$ cat src/rtl/core/bmpdec_pkg.sv
`default_nettype none

package bmpdec_pkg;

    // Error codes carried in an error result
    typedef enum logic [2:0] {
        ERR_MAGIC    = 3'd0,
        ERR_VERSION  = 3'd1,
        ERR_HEADER   = 3'd2,
        ERR_BPP      = 3'd3,
        ERR_COMPRESS = 3'd4,
        ERR_SIZE     = 3'd5,
        ERR_OFFSET   = 3'd6,
        ERR_TRUNC    = 3'd7
    } err_code_t;

    typedef enum logic {
        KIND_PIXEL = 1'b0,
        KIND_ERROR = 1'b1
    } result_kind_t;

    // Header constants
    localparam logic [7:0]  MAGIC_B        = 8'h42;
    localparam logic [7:0]  MAGIC_M        = 8'h4D;
    localparam logic [31:0] HDR_INFO       = 32'd40;
    localparam logic [31:0] HDR_CORE       = 32'd12;
    localparam logic [31:0] HDR_V2         = 32'd64;
    localparam logic [31:0] HDR_V4         = 32'd108;
    localparam logic [31:0] HDR_V5         = 32'd124;
    localparam logic [15:0] BPP_24         = 16'd24;
    localparam logic [31:0] FILE_HDR_BYTES = 32'd14;
    localparam logic [31:0] INFO_HDR_END   = 32'd31;
    localparam logic [31:0] CORE_HDR_END   = 32'd25;

    localparam int TDATA_W = 56;

    typedef struct packed {
        result_kind_t kind;
        logic [7:0]   red;
        logic [7:0]   green;
        logic [7:0]   blue;
        logic [11:0]  column;
        logic [11:0]  stored_row;
        logic         last_pixel;
        err_code_t    error_code;
    } result_t;

    typedef struct packed {
        logic error_latched;
        logic image_done;
    } parse_stat_t;

endpackage

`default_nettype wire

$ cat src/rtl/core/bmpdec_parse.sv
`default_nettype none

module bmpdec_parse #(
    parameter int MAX_DIMENSION = 4096
) (
    input  wire logic                   aclk,
    input  wire logic                   aresetn,
    input  wire logic                   take,
    input  wire logic [7:0]             data_byte,
    input  wire logic                   start_of_file,
    input  wire logic                   end_of_file,
    output logic                        res_valid,
    output bmpdec_pkg::result_t         res,
    output bmpdec_pkg::parse_stat_t     stat
);
    import bmpdec_pkg::*;

    localparam int CNT_W = $clog2(MAX_DIMENSION + 1);

    logic [31:0]      pos_reg, pos_next;
    logic [31:0]      hdr_len_reg, hdr_len_next;
    logic [31:0]      offset_reg, offset_next;
    logic [31:0]      width_reg, width_next;
    logic [31:0]      height_reg, height_next;
    logic [15:0]      field_reg, field_next;
    logic [1:0]       phase_reg, phase_next;
    logic [15:0]      held_reg, held_next;
    logic [CNT_W-1:0] col_reg, col_next;
    logic [CNT_W-1:0] row_reg, row_next;
    logic [1:0]       pad_reg, pad_next;
    logic             err_latched_reg, err_latched_next;
    logic             done_reg, done_next;

    logic             err_hit, pix_hit, last_hit;
    err_code_t        err_code;
    logic [CNT_W-1:0] pix_col, pix_row;
    logic [31:0]      hdr_end;
    logic             big_hdr;
    logic             size_fail, offset_fail;

    function automatic logic [31:0] place(input logic [7:0] b, input logic [1:0] lane);
        return 32'(b) << {lane, 3'b000};
    endfunction

    function automatic logic size_bad(input logic [31:0] v);
        return (v == 32'd0) || (v > 32'(MAX_DIMENSION));
    endfunction

    // Header fields are final by the last header byte, so check from the registers
    assign size_fail   = size_bad(width_reg) || size_bad(height_reg);
    assign offset_fail = {1'b0, offset_reg} < (33'(FILE_HDR_BYTES) + {1'b0, hdr_len_reg});

    always_comb begin
        pos_next         = pos_reg;
        hdr_len_next     = hdr_len_reg;
        offset_next      = offset_reg;
        width_next       = width_reg;
        height_next      = height_reg;
        field_next       = field_reg;
        phase_next       = phase_reg;
        held_next        = held_reg;
        col_next         = col_reg;
        row_next         = row_reg;
        pad_next         = pad_reg;
        err_latched_next = err_latched_reg;
        done_next        = done_reg;
        err_hit          = 1'b0;
        err_code         = ERR_MAGIC;
        pix_hit          = 1'b0;
        last_hit         = 1'b0;
        pix_col          = '0;
        pix_row          = '0;
        big_hdr          = 1'b0;
        hdr_end          = CORE_HDR_END;

        if (take) begin
            if (start_of_file) begin
                pos_next         = '0;
                hdr_len_next     = '0;
                offset_next      = '0;
                width_next       = '0;
                height_next      = '0;
                field_next       = '0;
                phase_next       = '0;
                held_next        = '0;
                col_next         = '0;
                row_next         = '0;
                pad_next         = '0;
                err_latched_next = 1'b0;
                done_next        = 1'b0;
            end

            big_hdr = (hdr_len_next == HDR_INFO);
            hdr_end = big_hdr ? INFO_HDR_END : CORE_HDR_END;

            if (!err_latched_next && !done_next) begin
                if (pos_next == 32'd0) begin
                    if (data_byte != MAGIC_B) begin
                        err_hit  = 1'b1;
                        err_code = ERR_MAGIC;
                    end
                end else if (pos_next == 32'd1) begin
                    if (data_byte != MAGIC_M) begin
                        err_hit  = 1'b1;
                        err_code = ERR_MAGIC;
                    end
                end else if (pos_next >= 32'd10 && pos_next <= 32'd13) begin
                    offset_next = offset_next | place(data_byte, pos_next[1:0] - 2'd2);
                end else if (pos_next >= 32'd14 && pos_next <= 32'd17) begin
                    hdr_len_next = hdr_len_next | place(data_byte, pos_next[1:0] - 2'd2);
                    if (pos_next == 32'd17 && hdr_len_next != HDR_INFO
                            && hdr_len_next != HDR_CORE) begin
                        err_hit = 1'b1;
                        if (hdr_len_next == HDR_V2 || hdr_len_next == HDR_V4
                                || hdr_len_next == HDR_V5) begin
                            err_code = ERR_VERSION;
                        end else begin
                            err_code = ERR_HEADER;
                        end
                    end
                end else if (pos_next > 32'd17) begin
                    if (pos_next <= hdr_end) begin
                        // Capture dimensions: 32-bit fields or 16-bit fields
                        if (big_hdr) begin
                            if (pos_next <= 32'd21) begin
                                width_next = width_next | place(data_byte, pos_next[1:0] - 2'd2);
                            end else if (pos_next <= 32'd25) begin
                                height_next = height_next
                                            | place(data_byte, pos_next[1:0] - 2'd2);
                            end
                        end else begin
                            if (pos_next <= 32'd19) begin
                                width_next = width_next | place(data_byte, pos_next[1:0] - 2'd2);
                            end else if (pos_next <= 32'd21) begin
                                height_next = height_next | place(data_byte, pos_next[1:0]);
                            end
                        end

                        if (pos_next == hdr_end - 32'd3 || pos_next == hdr_end - 32'd1) begin
                            field_next = {8'd0, data_byte};
                        end else if (pos_next == hdr_end - 32'd2 || pos_next == hdr_end) begin
                            field_next = field_next | {data_byte, 8'd0};
                            if (big_hdr && pos_next == hdr_end - 32'd2) begin
                                if (field_next != BPP_24) begin
                                    err_hit  = 1'b1;
                                    err_code = ERR_BPP;
                                end
                            end else if (big_hdr || pos_next == hdr_end) begin
                                if (big_hdr && field_next != 16'd0) begin
                                    err_hit  = 1'b1;
                                    err_code = ERR_COMPRESS;
                                end else if (!big_hdr && field_next != BPP_24) begin
                                    err_hit  = 1'b1;
                                    err_code = ERR_BPP;
                                end else if (size_fail) begin
                                    err_hit  = 1'b1;
                                    err_code = ERR_SIZE;
                                end else if (offset_fail) begin
                                    err_hit  = 1'b1;
                                    err_code = ERR_OFFSET;
                                end
                            end
                        end
                    end else if (pos_next >= offset_next) begin
                        if (pad_next != 2'd0) begin
                            pad_next = pad_next - 2'd1;
                        end else if (phase_next == 2'd0) begin
                            held_next  = {8'd0, data_byte};
                            phase_next = 2'd1;
                        end else if (phase_next == 2'd1) begin
                            held_next  = held_next | {data_byte, 8'd0};
                            phase_next = 2'd2;
                        end else begin
                            phase_next = 2'd0;
                            pix_hit    = 1'b1;
                            pix_col    = col_next;
                            pix_row    = row_next;
                            if (32'(col_next) + 32'd1 >= width_next) begin
                                col_next = '0;
                                if (32'(row_next) + 32'd1 >= height_next) begin
                                    done_next = 1'b1;
                                    last_hit  = 1'b1;
                                end else begin
                                    row_next = row_next + CNT_W'(1);
                                    pad_next = width_next[1:0];
                                end
                            end else begin
                                col_next = col_next + CNT_W'(1);
                            end
                        end
                    end
                end
                if (err_hit) begin
                    err_latched_next = 1'b1;
                end
            end

            if (pos_next != '1) begin
                pos_next = pos_next + 32'd1;
            end

            // An early end of file replaces any non-final pixel
            if (end_of_file && !err_latched_next && !done_next) begin
                err_hit          = 1'b1;
                err_code         = ERR_TRUNC;
                err_latched_next = 1'b1;
                pix_hit          = 1'b0;
            end
        end
    end

    always_comb begin
        res_valid = err_hit || pix_hit;
        res       = '0;
        if (err_hit) begin
            res.kind       = KIND_ERROR;
            res.error_code = err_code;
        end else begin
            res.kind       = KIND_PIXEL;
            res.red        = data_byte;
            res.green      = held_reg[15:8];
            res.blue       = held_reg[7:0];
            res.column     = 12'(pix_col);
            res.stored_row = 12'(pix_row);
            res.last_pixel = last_hit;
            res.error_code = ERR_MAGIC;
        end
    end

    assign stat.error_latched = err_latched_reg;
    assign stat.image_done    = done_reg;

    always_ff @(posedge aclk) begin
        if (!aresetn) begin
            pos_reg         <= '0;
            hdr_len_reg     <= '0;
            offset_reg      <= '0;
            width_reg       <= '0;
            height_reg      <= '0;
            field_reg       <= '0;
            phase_reg       <= '0;
            held_reg        <= '0;
            col_reg         <= '0;
            row_reg         <= '0;
            pad_reg         <= '0;
            err_latched_reg <= 1'b0;
            done_reg        <= 1'b0;
        end else begin
            pos_reg         <= pos_next;
            hdr_len_reg     <= hdr_len_next;
            offset_reg      <= offset_next;
            width_reg       <= width_next;
            height_reg      <= height_next;
            field_reg       <= field_next;
            phase_reg       <= phase_next;
            held_reg        <= held_next;
            col_reg         <= col_next;
            row_reg         <= row_next;
            pad_reg         <= pad_next;
            err_latched_reg <= err_latched_next;
            done_reg        <= done_next;
        end
    end

endmodule

`default_nettype wire

$ cat src/rtl/core/bmpdec_queue.sv
`default_nettype none

module bmpdec_queue (
    input  wire logic                 aclk,
    input  wire logic                 aresetn,
    input  wire logic                 push,
    input  wire bmpdec_pkg::result_t  push_data,
    output logic                      full,
    output logic                      out_valid,
    input  wire logic                 out_ready,
    output bmpdec_pkg::result_t       out_data
);
    import bmpdec_pkg::*;

    result_t    mem_reg [2];
    logic       wr_ptr_reg, wr_ptr_next;
    logic       rd_ptr_reg, rd_ptr_next;
    logic [1:0] count_reg, count_next;
    logic       pop;

    assign full      = (count_reg == 2'd2);
    assign out_valid = (count_reg != 2'd0);
    assign out_data  = mem_reg[rd_ptr_reg];
    assign pop       = out_valid && out_ready;

    always_comb begin
        wr_ptr_next = push ? ~wr_ptr_reg : wr_ptr_reg;
        rd_ptr_next = pop ? ~rd_ptr_reg : rd_ptr_reg;
        count_next  = count_reg;
        if (push && !pop) begin
            count_next = count_reg + 2'd1;
        end else if (pop && !push) begin
            count_next = count_reg - 2'd1;
        end
    end

    always_ff @(posedge aclk) begin
        if (push) begin
            mem_reg[wr_ptr_reg] <= push_data;
        end
    end

    always_ff @(posedge aclk) begin
        if (!aresetn) begin
            wr_ptr_reg <= 1'b0;
            rd_ptr_reg <= 1'b0;
            count_reg  <= 2'd0;
        end else begin
            wr_ptr_reg <= wr_ptr_next;
            rd_ptr_reg <= rd_ptr_next;
            count_reg  <= count_next;
        end
    end

endmodule

`default_nettype wire

$ cat src/rtl/core/bmp_24bit_stream_decoder.sv
// 24-bit bitmap stream decoder.
// Input channel (s_): one file byte per item in s_tdata; s_tuser marks the
// first byte of a new file and clears all parse state before that byte is
// used; s_tlast marks the final byte of the file.
// Output channel (m_): one item per decoded pixel or one error item. m_tuser
// tells the two apart (0 pixel, 1 error); m_tlast flags the final pixel.
// The parser takes one byte per cycle while s_tready is high, so a pixel
// costs three input items plus row padding. Results are registered in a
// two-entry queue and are presented on m_ in the order they were produced.
// s_tready drops only when the queue is full, so a receiver that stalls
// backs the input up after two pending results; with m_tready held high the
// input never stalls.
// After an error item, all bytes are dropped until the next start of file;
// after the last pixel, remaining bytes are dropped the same way.
// Reset (aresetn low, synchronous) empties the queue and clears the parser,
// which then expects the 'BM' magic as its next two bytes.
`default_nettype none

module bmp_24bit_stream_decoder #(
    parameter int MAX_DIMENSION = 4096
) (
    input  wire logic                            aclk,
    input  wire logic                            aresetn,
    input  wire logic                            s_tvalid,
    output logic                                 s_tready,
    input  wire logic [7:0]                      s_tdata,  // data_byte
    input  wire logic                            s_tlast,  // end_of_file
    input  wire logic                            s_tuser,  // start_of_file
    output logic                                 m_tvalid,
    input  wire logic                            m_tready,
    // [7:0] red, [15:8] green, [23:16] blue, [35:24] column,
    // [47:36] stored_row, [50:48] error_code, [55:51] zero
    output logic [bmpdec_pkg::TDATA_W-1:0]       m_tdata,
    output logic                                 m_tlast,  // last_pixel
    output logic                                 m_tuser   // result_kind
);
    import bmpdec_pkg::*;

    logic        take;
    logic        q_full;
    logic        res_valid;
    result_t     res;
    result_t     q_out;
    parse_stat_t stat;

    // Accept a byte whenever the queue can take a result
    assign s_tready = !q_full;
    assign take     = s_tvalid && s_tready;

    bmpdec_parse #(
        .MAX_DIMENSION (MAX_DIMENSION)
    ) u_parse (
        .aclk          (aclk),
        .aresetn       (aresetn),
        .take          (take),
        .data_byte     (s_tdata),
        .start_of_file (s_tuser),
        .end_of_file   (s_tlast),
        .res_valid     (res_valid),
        .res           (res),
        .stat          (stat)
    );

    bmpdec_queue u_queue (
        .aclk      (aclk),
        .aresetn   (aresetn),
        .push      (res_valid),
        .push_data (res),
        .full      (q_full),
        .out_valid (m_tvalid),
        .out_ready (m_tready),
        .out_data  (q_out)
    );

    // Pack result fields, lowest field first
    assign m_tdata = {5'd0, q_out.error_code, q_out.stored_row, q_out.column,
                      q_out.blue, q_out.green, q_out.red};
    assign m_tlast = q_out.last_pixel;
    assign m_tuser = q_out.kind;

    // Once latched or done, a byte without start of file yields nothing
    a_quiet_after_stop: assert property (@(posedge aclk) disable iff (!aresetn)
        take && !s_tuser && (stat.error_latched || stat.image_done) |-> !res_valid)
        else $error("result produced after error or end of image");

    a_error_latches: assert property (@(posedge aclk) disable iff (!aresetn)
        res_valid && (res.kind == KIND_ERROR) |=> stat.error_latched)
        else $error("error result did not latch");

    a_last_marks_done: assert property (@(posedge aclk) disable iff (!aresetn)
        res_valid && (res.kind == KIND_PIXEL) && res.last_pixel |=> stat.image_done)
        else $error("last pixel did not mark the image done");

endmodule

`default_nettype wire
$ cat config.mk
export PLATFORM = sky130hd
export DESIGN_NAME = bmp_24bit_stream_decoder
export DESIGN_NICKNAME = d
export VERILOG_FILES = /design/src/rtl/core/bmpdec_pkg.sv /design/src/rtl/core/bmpdec_parse.sv /design/src/rtl/core/bmpdec_queue.sv /design/src/rtl/core/bmp_24bit_stream_decoder.sv
export SDC_FILE = /design/constraint.sdc
export NUM_CORES = 1
export LEC_CHECK = 0
export ABC_AREA = 1
export BUFFER_PORTS_ARGS = -buffer_cell sky130_fd_sc_hd__buf_4
export CAP_MARGIN = 20
export CORE_ASPECT_RATIO = 1.75
export CORE_MARGIN = 4
export CORE_UTILIZATION = 25
export DETAILED_ROUTE_END_ITERATION = 6
export SETUP_SLACK_MARGIN = 0.05
export SYNTH_ARGS = -nofsm -noshare
export SYNTH_HDL_FRONTEND = slang
export SYNTH_SLANG_ARGS = --single-unit
$ cat constraint.sdc
create_clock -name aclk -period 7.7 [get_ports aclk]
set_clock_uncertainty 0.05 [all_clocks]
set_input_delay 0.385 -clock aclk [delete_from_list [all_inputs] [get_ports aclk]]
set_output_delay 0.385 -clock aclk [all_outputs]
set_load 0.05 [all_outputs]
==> flow_summary.toml, run 1 <==
[critical_path]
endpoint_kind = "flip-flop"
path_class = "flip-flop to flip-flop"
cpPeakStageDelay_ns = 0.54
worstPathRequired_ns = 7.88
cp-start-kind = "flip-flop"
path_buf_inv = 3
path_delay_family = "simple AND/OR/NAND/NOR gates"
slowest_stage = "buf_4"
worstPathMaxFanout = 41
arrival_ns = 6.05
cp_common_cell = "nand2_1"

[synthesis]
syn_avg_cell_area_um2 = 7.12
yosysSeqAreaShare_pct = 37.3
async_flop_share_pct = 0
ys_seq_elements = 335
synth_ff_type = "dfxtp_1"
ys_warn_count = 0
netlist_area_um2 = 20800
ys_types = 61
syn_inst = 2925
synth-edff-count = 106

[floorplanning]
rows = 139
die_w_um = 226
die_area_um2 = 88100
core_um2 = 82300
fp.dieH_um = 390
start_util_pct = 25.3
ios = 74

[timing]
fmax_mhz = 170
tightest_slew_ns = 1.10
setup_viol_count_final = 0
report.final.slew_viol_count = 0
finalCritPeriodShare_pct = 76.2
slew_headroom_pct = 26.8
min_period_ns = 5.87
setup_tns_ns = 0
rsz0062_at_grt = "false"
hold_viol_final = 0
layout_setup_ws_ns = 1.83

[min_path]
hold_class = "input port to flip-flop"

[clocking]
clock-sinks = 335
h-tree-depth = 1
clkTransAtPathRegs_ns = 0.07
cts_tree = "done"
holdBufCountCts = 0
post-cts-setup-buffers = 0
insertion_delay_ns = 0.62
cts_resized = 0
clk_path_buf_depth = 3
clockRootBuffer = "clkbuf_16"
numCtsBuffers = 30

[power]
leakage_nw = 8.88
peakVddDrop_mv = 0.209
cellPowerDensity_nw_per_um2 = 229
power.total_w = 0.00534

[place]
io_buffers = 68
detailedPlace.worstSlack_ns = 1.71
hpwl_um = 53100
place_inst = 3932
place_congestion = 0.984

[detailed_routing]
num_vias = 19900
wl_um = 71000
ant_nets = 0
dr.pass1.iters = 7
wl_per_cell_um = 17.8
drt_iter0_markers = 1564
drcViolationCount = 2
viasPerCell = 5.00

[global_route]
grt_pass1_wl_um = 108000
antenna_found_initial = 0
first_global_vias = 19400
grt_start_max_net_pins = 100
grtUsageTotal_pct = 15.5
grt_overflow_total = 0

[finish]
drive_gt1_share_pct = 9.08
final_cell_mix = "695 x nand2_1, 306 x nor2_1, 283 x a21oi_1, 262 x inv_1, 228 x dfxtp_1"
final_core_utilization_pct = 28.3
n_antenna_cell = 0
n_fill_cell = 9000
stdcell_count = 3988
syn_to_final_growth_pct = 11.7
layout.nets = 3022
mostFrequentLayoutCell = "nand2_1"
largest_register_ffs = 106

[status]
violations = "DRC"
status = "finished with violations"

[run]
max_cap_viol_count = 0
-- worst paths after layout --
check,from,to,slack (ns),cells past startpoint
setup / recovery,u_parse.hdr_len_reg[1]$_SDFFE_PN0P_,u_queue.mem_reg[1][13]$_DFFE_PP_,1.83,29
hold / removal,s_tdata[2],u_parse.held_reg[10]$_SDFFE_PN0P_,0.20,5
setup reg to reg,u_parse.hdr_len_reg[1]$_SDFFE_PN0P_,u_queue.mem_reg[1][13]$_DFFE_PP_,1.83,29
hold reg to reg,u_parse.field_reg[13]$_SDFFE_PN0P_,u_parse.field_reg[13]$_SDFFE_PN0P_,0.42,2
-- final cells by class --
type,count,area (um^2),share of cell area [%]
multi-input cells,2161,11400,48.8
flip-flops and latches,335,7770,33.4
well taps,1057,1320,5.69
inverters,285,1080,4.64
clock buffers,35,769,3.31
repair buffers,94,706,3.03
clock inverters,21,256,1.10
-- logic make-up (layout without fill, tap and decap cells) --
| family | after synthesis | count (layout) | synth area share [%] |
|---|---|---|---|
| fa+ha+maj | 101 | 101 | 6.07 |
| xor+xnor | 43 | 43 | 1.81 |
| other cells | 1 | 5 | 0.0180 |
| compound gates | 613 | 613 | 16.1 |
| mux | 53 | 53 | 2.87 |
| buf+inv | 433 | 435 | 8.34 |
| flops | 335 | 335 | 37.3 |
| simple gates | 1346 | 1346 | 27.5 |
-- stage by stage --
stage	instance area (um^2)	hold slack, ns
after global placement	22200	0.404
after detailed placement	22200	0.406
final	23300	0.198
after global routing	23300	0.214
after floorplan	20800	0.395
after CTS	23300	0.164
-- power by group --
| part | total, W | switching, W | internal, W |
|---|---|---|---|
| sequential | 0.00206 | 0.0000563 | 0.00200 |
| clock | 0.00162 | 0.000752 | 0.000868 |
| combinational | 0.00166 | 0.00120 | 0.000457 |
-- layer usage --
metal,wire length [um],global-route usage (%),part of all wire (%)
met1,24300,15.1,34
met5,0,0,0
met4,5860,11.2,8.3
met3,3030,1.47,4.3
met2,37800,29.9,53
-- worst reg2reg max path: cells and delay by family (launching register included) --
kind,cells,cell delay (ns)
simple gates,17,2.54
fa+ha+maj,2,0.51
flops,1,0.37
compound gates,7,1.24
buf+inv,3,0.74
-- synthesized netlist by cell type (15+ instances only) --
library cell,count,share of area (%)
o21ai_0,214,5.1
o31ai_1,16,0.58
o211ai_1,34,1.2
dfxtp_1,229,22
nor2_1,308,5.6
mux2_2,53,2.9
nor4_1,15,0.45
nand4_1,44,1.3
nand2_1,696,13
a21oi_1,285,6.9
ha_1,101,6.1
nor3_1,81,1.9
inv_1,264,4.8
a31oi_1,18,0.54
nand3_1,147,3.5
edfxtp_1,106,15
nor3_2,16,0.77
clkbuf_1,106,1.9
xor2_1,30,1.3
Power figures use the tool's default switching activity.
==> run 2: changes to the inputs <==
clock period = 6.15 ns   (was 7.7 ns; I/O delays follow)
==> run 2 against run 1 <==
Against the previous run: the run now ends clean; largest power group unchanged; worst setup slack got worse by 1.1 ns; wire length fell by 0.44%; sequential share of layout area shrank 0.15 points; non-clock buffer count rose by 4; global-route usage about the same; highest routed layer unchanged; critical path type unchanged; clock power increased by 26%; critical endpoint is now u_queue.count_reg[1]$_SDFFE_PN0P_.
==> flow_summary.toml, run 2 (synthesis gave the netlist of run 1 again) <==
[timing]
slew_headroom_pct = 31.6
hold-worst-slack_ns = 0.125
rsz0062_at_grt = "false"
layout_setup_ws_ns = 0.737
report.final.slew_viol_count = 0
fmax_mhz = 185
setup_viol_count_final = 0
tightest_slew_ns = 1.03
hold_viol_final = 0
setup_tns_ns = 0
finalCritPeriodShare_pct = 88.0
min_period_ns = 5.41

[clocking]
insertion_delay_ns = 0.60
clock-sinks = 335
cts_resized = 0
clkTransAtPathRegs_ns = 0.07
post-cts-setup-buffers = 0
clockRootBuffer = "clkbuf_16"
numCtsBuffers = 31
holdBufCountCts = 0
cts_tree = "done"
h-tree-depth = 1
clk_path_buf_depth = 3

[finish]
largest_register_ffs = 106
layout.nets = 3027
syn_to_final_growth_pct = 12.2
drive_gt1_share_pct = 9.20
mostFrequentLayoutCell = "nand2_1"
n_fill_cell = 9085
fin_area_um2 = 23400
final_cell_mix = "695 x nand2_1, 306 x nor2_1, 283 x a21oi_1, 262 x inv_1, 228 x dfxtp_1"
final_core_utilization_pct = 28.4

[critical_path]
reg2regPathDepth = 35
cpPeakStageDelay_ns = 0.38
worstPathMaxFanout = 7
endpoint_kind = "flip-flop"
arrival_ns = 5.85
path_class = "flip-flop to flip-flop"
slowest_stage = "dfxtp_1"
path_buf_inv = 3
r2r_slack_ns = 0.74
crit_start = "u_parse.hdr_len_reg[1]$_SDFFE_PN0P_"
cp-start-kind = "flip-flop"
rr_endpoint = "u_queue.count_reg[1]$_SDFFE_PN0P_"
cp.depth = 35
cp-endpoint = "u_queue.count_reg[1]$_SDFFE_PN0P_"
worstPathRequired_ns = 6.59
reg2reg_from = "u_parse.hdr_len_reg[1]$_SDFFE_PN0P_"
cp_common_cell = "nand2_1"
path_delay_family = "simple AND/OR/NAND/NOR gates"

[floorplanning]
rows = 139
start_util_pct = 25.3
fp.dieH_um = 390
die_w_um = 226
die_area_um2 = 88100
ios = 74
core_um2 = 82300

[status]
status = "finished clean"

[global_route]
first_global_vias = 19700
grt_overflow_total = 0
grt_start_max_net_pins = 99
grtUsageTotal_pct = 15.5
grt_pass1_wl_um = 109000
antenna_found_initial = 1

[detailed_routing]
dr_wl_met2_um = 37300
wl_met1_um = 25000
highest_layer = "met4"
drt_iter0_markers = 1447
drcViolationCount = 0
wl_per_cell_um = 17.7
viasPerCell = 4.98
dr.pass1.iters = 6
num_vias = 19900
wl_um = 70700
route.met3.wl_um = 2710
ant_nets = 0

[run]
max_cap_viol_count = 0

[place]
detailedPlace.worstSlack_ns = 0.811
place_congestion = 0.978
io_buffers = 68
hpwl_um = 53100
dpl_cell_area_um2 = 22300

[power]
peakVddDrop_mv = 0.219
cellPowerDensity_nw_per_um2 = 288
power_frac_clock_pct = 30.3
leakage_nw = 8.92
netSwitchingPower_w = 0.00249
pwr-share-comb_pct = 31.4
seq_power_share_pct = 38.4
swShare_pct = 37.0
power.internal_w = 0.00423

[min_path]
hold_class = "input port to flip-flop"
whs_path_depth = 5
## run 2: cell types whose count changed in the layout (fill, tap and decap cells not counted), moves of 2 or more
cell	change
clkinvlp_4	+3
inv_8	-2
buf_12	+4
inv_6	-3
clkinv_4	-2
clkbuf_1	+2
clkinv_2	+4
## run 2: power groups by stage
stage	Combinational [W]	Sequential [W]	Clock, W
after floorplan	0.00150	0.00261	0
after global placement	0.00211	0.00262	0
after detailed placement	0.00211	0.00263	0
after CTS	0.00212	0.00258	0.00209
after global routing	0.00226	0.00260	0.00217
final	0.00211	0.00258	0.00204
## run 2: metrics by stage
step / std cells / power [W]
floorplan: 2929 / 0.00411
global placement: 3935 / 0.00473
detailed placement: 3936 / 0.00474
CTS: 3993 / 0.00679
global route: 3994 / 0.00703
finish: 3994 / 0.00672
## run 2: cell type report
type	instances	area, um^2	share of cell area, %
Antenna cell	1	2.50	0.0107
Clock inverter	19	238	1.02
Inverter	285	1080	4.62
Multi-Input combinational cell	2161	11400	48.6
Sequential cell	335	7770	33.2
Timing Repair Buffer	98	793	3.39
Clock buffer	38	802	3.43
Tap cell	1057	1320	5.66
## run 2: worst min-delay path by stage
stage	from	to	slack, ns
4_1_cts	s_tdata[2]	u_parse.held_reg[10]$_SDFFE_PN0P_	0.09
3_5_place_dp	u_parse.held_reg[10]$_SDFFE_PN0P_	u_parse.held_reg[10]$_SDFFE_PN0P_	0.41
5_1_grt	s_tdata[2]	u_parse.held_reg[10]$_SDFFE_PN0P_	0.13
2_1_floorplan	u_parse.done_reg$_SDFFE_PN0P_	u_parse.done_reg$_SDFFE_PN0P_	0.40
6_report	s_tdata[2]	u_parse.held_reg[10]$_SDFFE_PN0P_	0.13
3_3_place_gp	u_parse.field_reg[15]$_SDFFE_PN0P_	u_parse.field_reg[15]$_SDFFE_PN0P_	0.40
## run 2: worst min-delay path, stage by stage
cell     delay [ns]
buf_4          0.15
nand3_1        0.08
o22ai_1        0.07
nand3_1        0.07
a21oi_1        0.05
## run 2: per-layer routing
layer	track usage [%]	up-vias
met2	29.5	563
met3	1.47	235
met4	11.3	0
li1	-	9791
met5	0	-
met1	15.4	9310
==> run 3: changes to the inputs <==
==> constraint.sdc (replaced) <==
create_clock -name aclk -period 6.15 [get_ports aclk]
set_clock_uncertainty 0.05 [all_clocks]
set_input_delay 0 -clock aclk [delete_from_list [all_inputs] [get_ports aclk]]
set_output_delay 0 -clock aclk [all_outputs]
set_load 0.05 [all_outputs]
==> run 3 against run 2 <==
Against the previous run: worst hold slack lost 0.081 ns; worst setup slack gained 0.094 ns; first-iteration DRC count grew 10%; final cell count grew 0.25%; design area grew 0.25%.
==> flow_summary.toml, run 3 (synthesis gave the netlist of run 1 again) <==
[status]
status = "finished clean"

[timing]
setup_viol_count_final = 0
rsz0062_at_grt = "false"
report.final.slew_viol_count = 0
min_period_ns = 5.32
tightest_slew_ns = 1.09
finalCritPeriodShare_pct = 86.5
slew_headroom_pct = 27.0
fmax_mhz = 188
setup_tns_ns = 0
hold_viol_final = 0

[critical_path]
cp_common_cell = "nand2_1"
r2r_slack_ns = 0.83
slowest_stage = "dfxtp_1"
reg2regPathDepth = 33
path_class = "flip-flop to flip-flop"
path_buf_inv = 2
cp-start-kind = "flip-flop"
endpoint_kind = "flip-flop"
reg2reg_from = "u_parse.hdr_len_reg[1]$_SDFFE_PN0P_"
worstPathRequired_ns = 6.57
worstPathMaxFanout = 7
path_delay_family = "simple AND/OR/NAND/NOR gates"
arrival_ns = 5.74
cpPeakStageDelay_ns = 0.38
rr_endpoint = "u_queue.count_reg[1]$_SDFFE_PN0P_"

[global_route]
first_global_vias = 19800
grtUsageTotal_pct = 15.5
grt_pass1_wl_um = 109000
grt_overflow_total = 0
grt_start_max_net_pins = 74
antenna_found_initial = 0

[detailed_routing]
wl_met1_um = 24900
drt_iter0_markers = 1595
wl_per_cell_um = 17.8
viasPerCell = 5.02
route.met3.wl_um = 2860
dr.pass1.iters = 7
drcViolationCount = 0
highest_layer = "met4"
ant_nets = 0
num_vias = 20100
wl_um = 71400
dr_wl_met2_um = 37800

[clocking]
clockRootBuffer = "clkbuf_16"
clk_path_buf_depth = 3
numCtsBuffers = 30
post-cts-setup-buffers = 0
cts_tree = "done"
clock-sinks = 335
h-tree-depth = 1
clkTransAtPathRegs_ns = 0.07
cts_resized = 0
insertion_delay_ns = 0.59
holdBufCountCts = 11

[floorplanning]
core_um2 = 82300
rows = 139
fp.dieH_um = 390
start_util_pct = 25.3
ios = 74
die_w_um = 226
die_area_um2 = 88100

[min_path]
hold_class = "input port to flip-flop"
worstHoldEndpoint = "u_parse.held_reg[0]$_SDFFE_PN0P_"
whs_path_depth = 5
min_from = "s_tdata[0]"

[place]
place_inst = 3937
hpwl_um = 53200
io_buffers = 68
place_congestion = 0.953

[finish]
n_antenna_cell = 0
stdcell_count = 4004
mostFrequentLayoutCell = "nand2_1"
multi_input_area_um2 = 11400
n_fill_cell = 9124
layout.nets = 3038
final_cell_mix = "695 x nand2_1, 306 x nor2_1, 283 x a21oi_1, 262 x inv_1, 228 x dfxtp_1"
register_area_um2 = 7770
syn_to_final_growth_pct = 12.5
drive_gt1_share_pct = 9.13
largest_register_ffs = 106

[power]
peakVddDrop_mv = 0.220
leakage_nw = 8.95
cellPowerDensity_nw_per_um2 = 286
power.total_w = 0.00669

[run]
max_cap_viol_count = 0
run 3: through the flow:
step	instance area, um^2	hold WS, ns	setup WS, ns	utilization [%]
global route	23400	0.0214	0.0507	28.5
finish	23400	0.0446	0.831	28.5
CTS	23400	0.0108	0.910	28.5
global placement	22300	0.346	0.798	27.1
floorplan	20800	0.203	0.459	-
detailed placement	22300	0.348	0.927	27.1
run 3: layer usage:
metal  global-route usage, %  up-vias
met1                    15.5     9428
met5                       0        -
met3                    1.20      248
li1                        -     9804
met4                    11.3        0
met2                    29.6      633
run 3: layout make-up:
class | instances | share of cell area (%)
Sequential cell | 335 | 33.2
Multi-Input combinational cell | 2161 | 48.5
Timing Repair Buffer | 110 | 3.75
Tap cell | 1057 | 5.65
Clock buffer | 43 | 3.61
Clock inverter | 13 | 0.726
Inverter | 285 | 4.61
run 3: where the power goes:
group | internal [W] | switching (W) | total [W]
clock | 0.00112 | 0.000877 | 0.00200
sequential | 0.00251 | 0.0000721 | 0.00258
combinational | 0.000585 | 0.00153 | 0.00211
total | 0.00421 | 0.00248 | 0.00669
run 3: how the worst max path moves through the flow:
| stage | from | to | slack [ns] | cells past startpoint |
|---|---|---|---|---|
| 6_report | u_parse.hdr_len_reg[1]$_SDFFE_PN0P_ | u_queue.count_reg[1]$_SDFFE_PN0P_ | 0.83 | 33 |
| 5_1_grt | u_parse.hdr_len_reg[1]$_SDFFE_PN0P_ | u_queue.count_reg[1]$_SDFFE_PN0P_ | 0.05 | 35 |
| 4_1_cts | u_parse.hdr_len_reg[1]$_SDFFE_PN0P_ | u_queue.count_reg[1]$_SDFFE_PN0P_ | 0.91 | 35 |
| 3_5_place_dp | u_parse.hdr_len_reg[1]$_SDFFE_PN0P_ | u_queue.count_reg[1]$_SDFFE_PN0P_ | 0.93 | 35 |
| 3_3_place_gp | u_parse.hdr_len_reg[1]$_SDFFE_PN0P_ | u_queue.count_reg[1]$_SDFFE_PN0P_ | 0.80 | 35 |
| 2_1_floorplan | u_parse.hdr_len_reg[1]$_SDFFE_PN0P_ | u_queue.mem_reg[1][0]$_DFFE_PP_ | 0.46 | 30 |
run 3: worst register-to-register path, delay by kind of cell, from the launching register on:
family          cells  cell delay [ns]
compound gates     10             1.21
fa+ha+maj           3             0.77
buf+inv             2             0.22
flops               1             0.38
simple gates       18             2.60
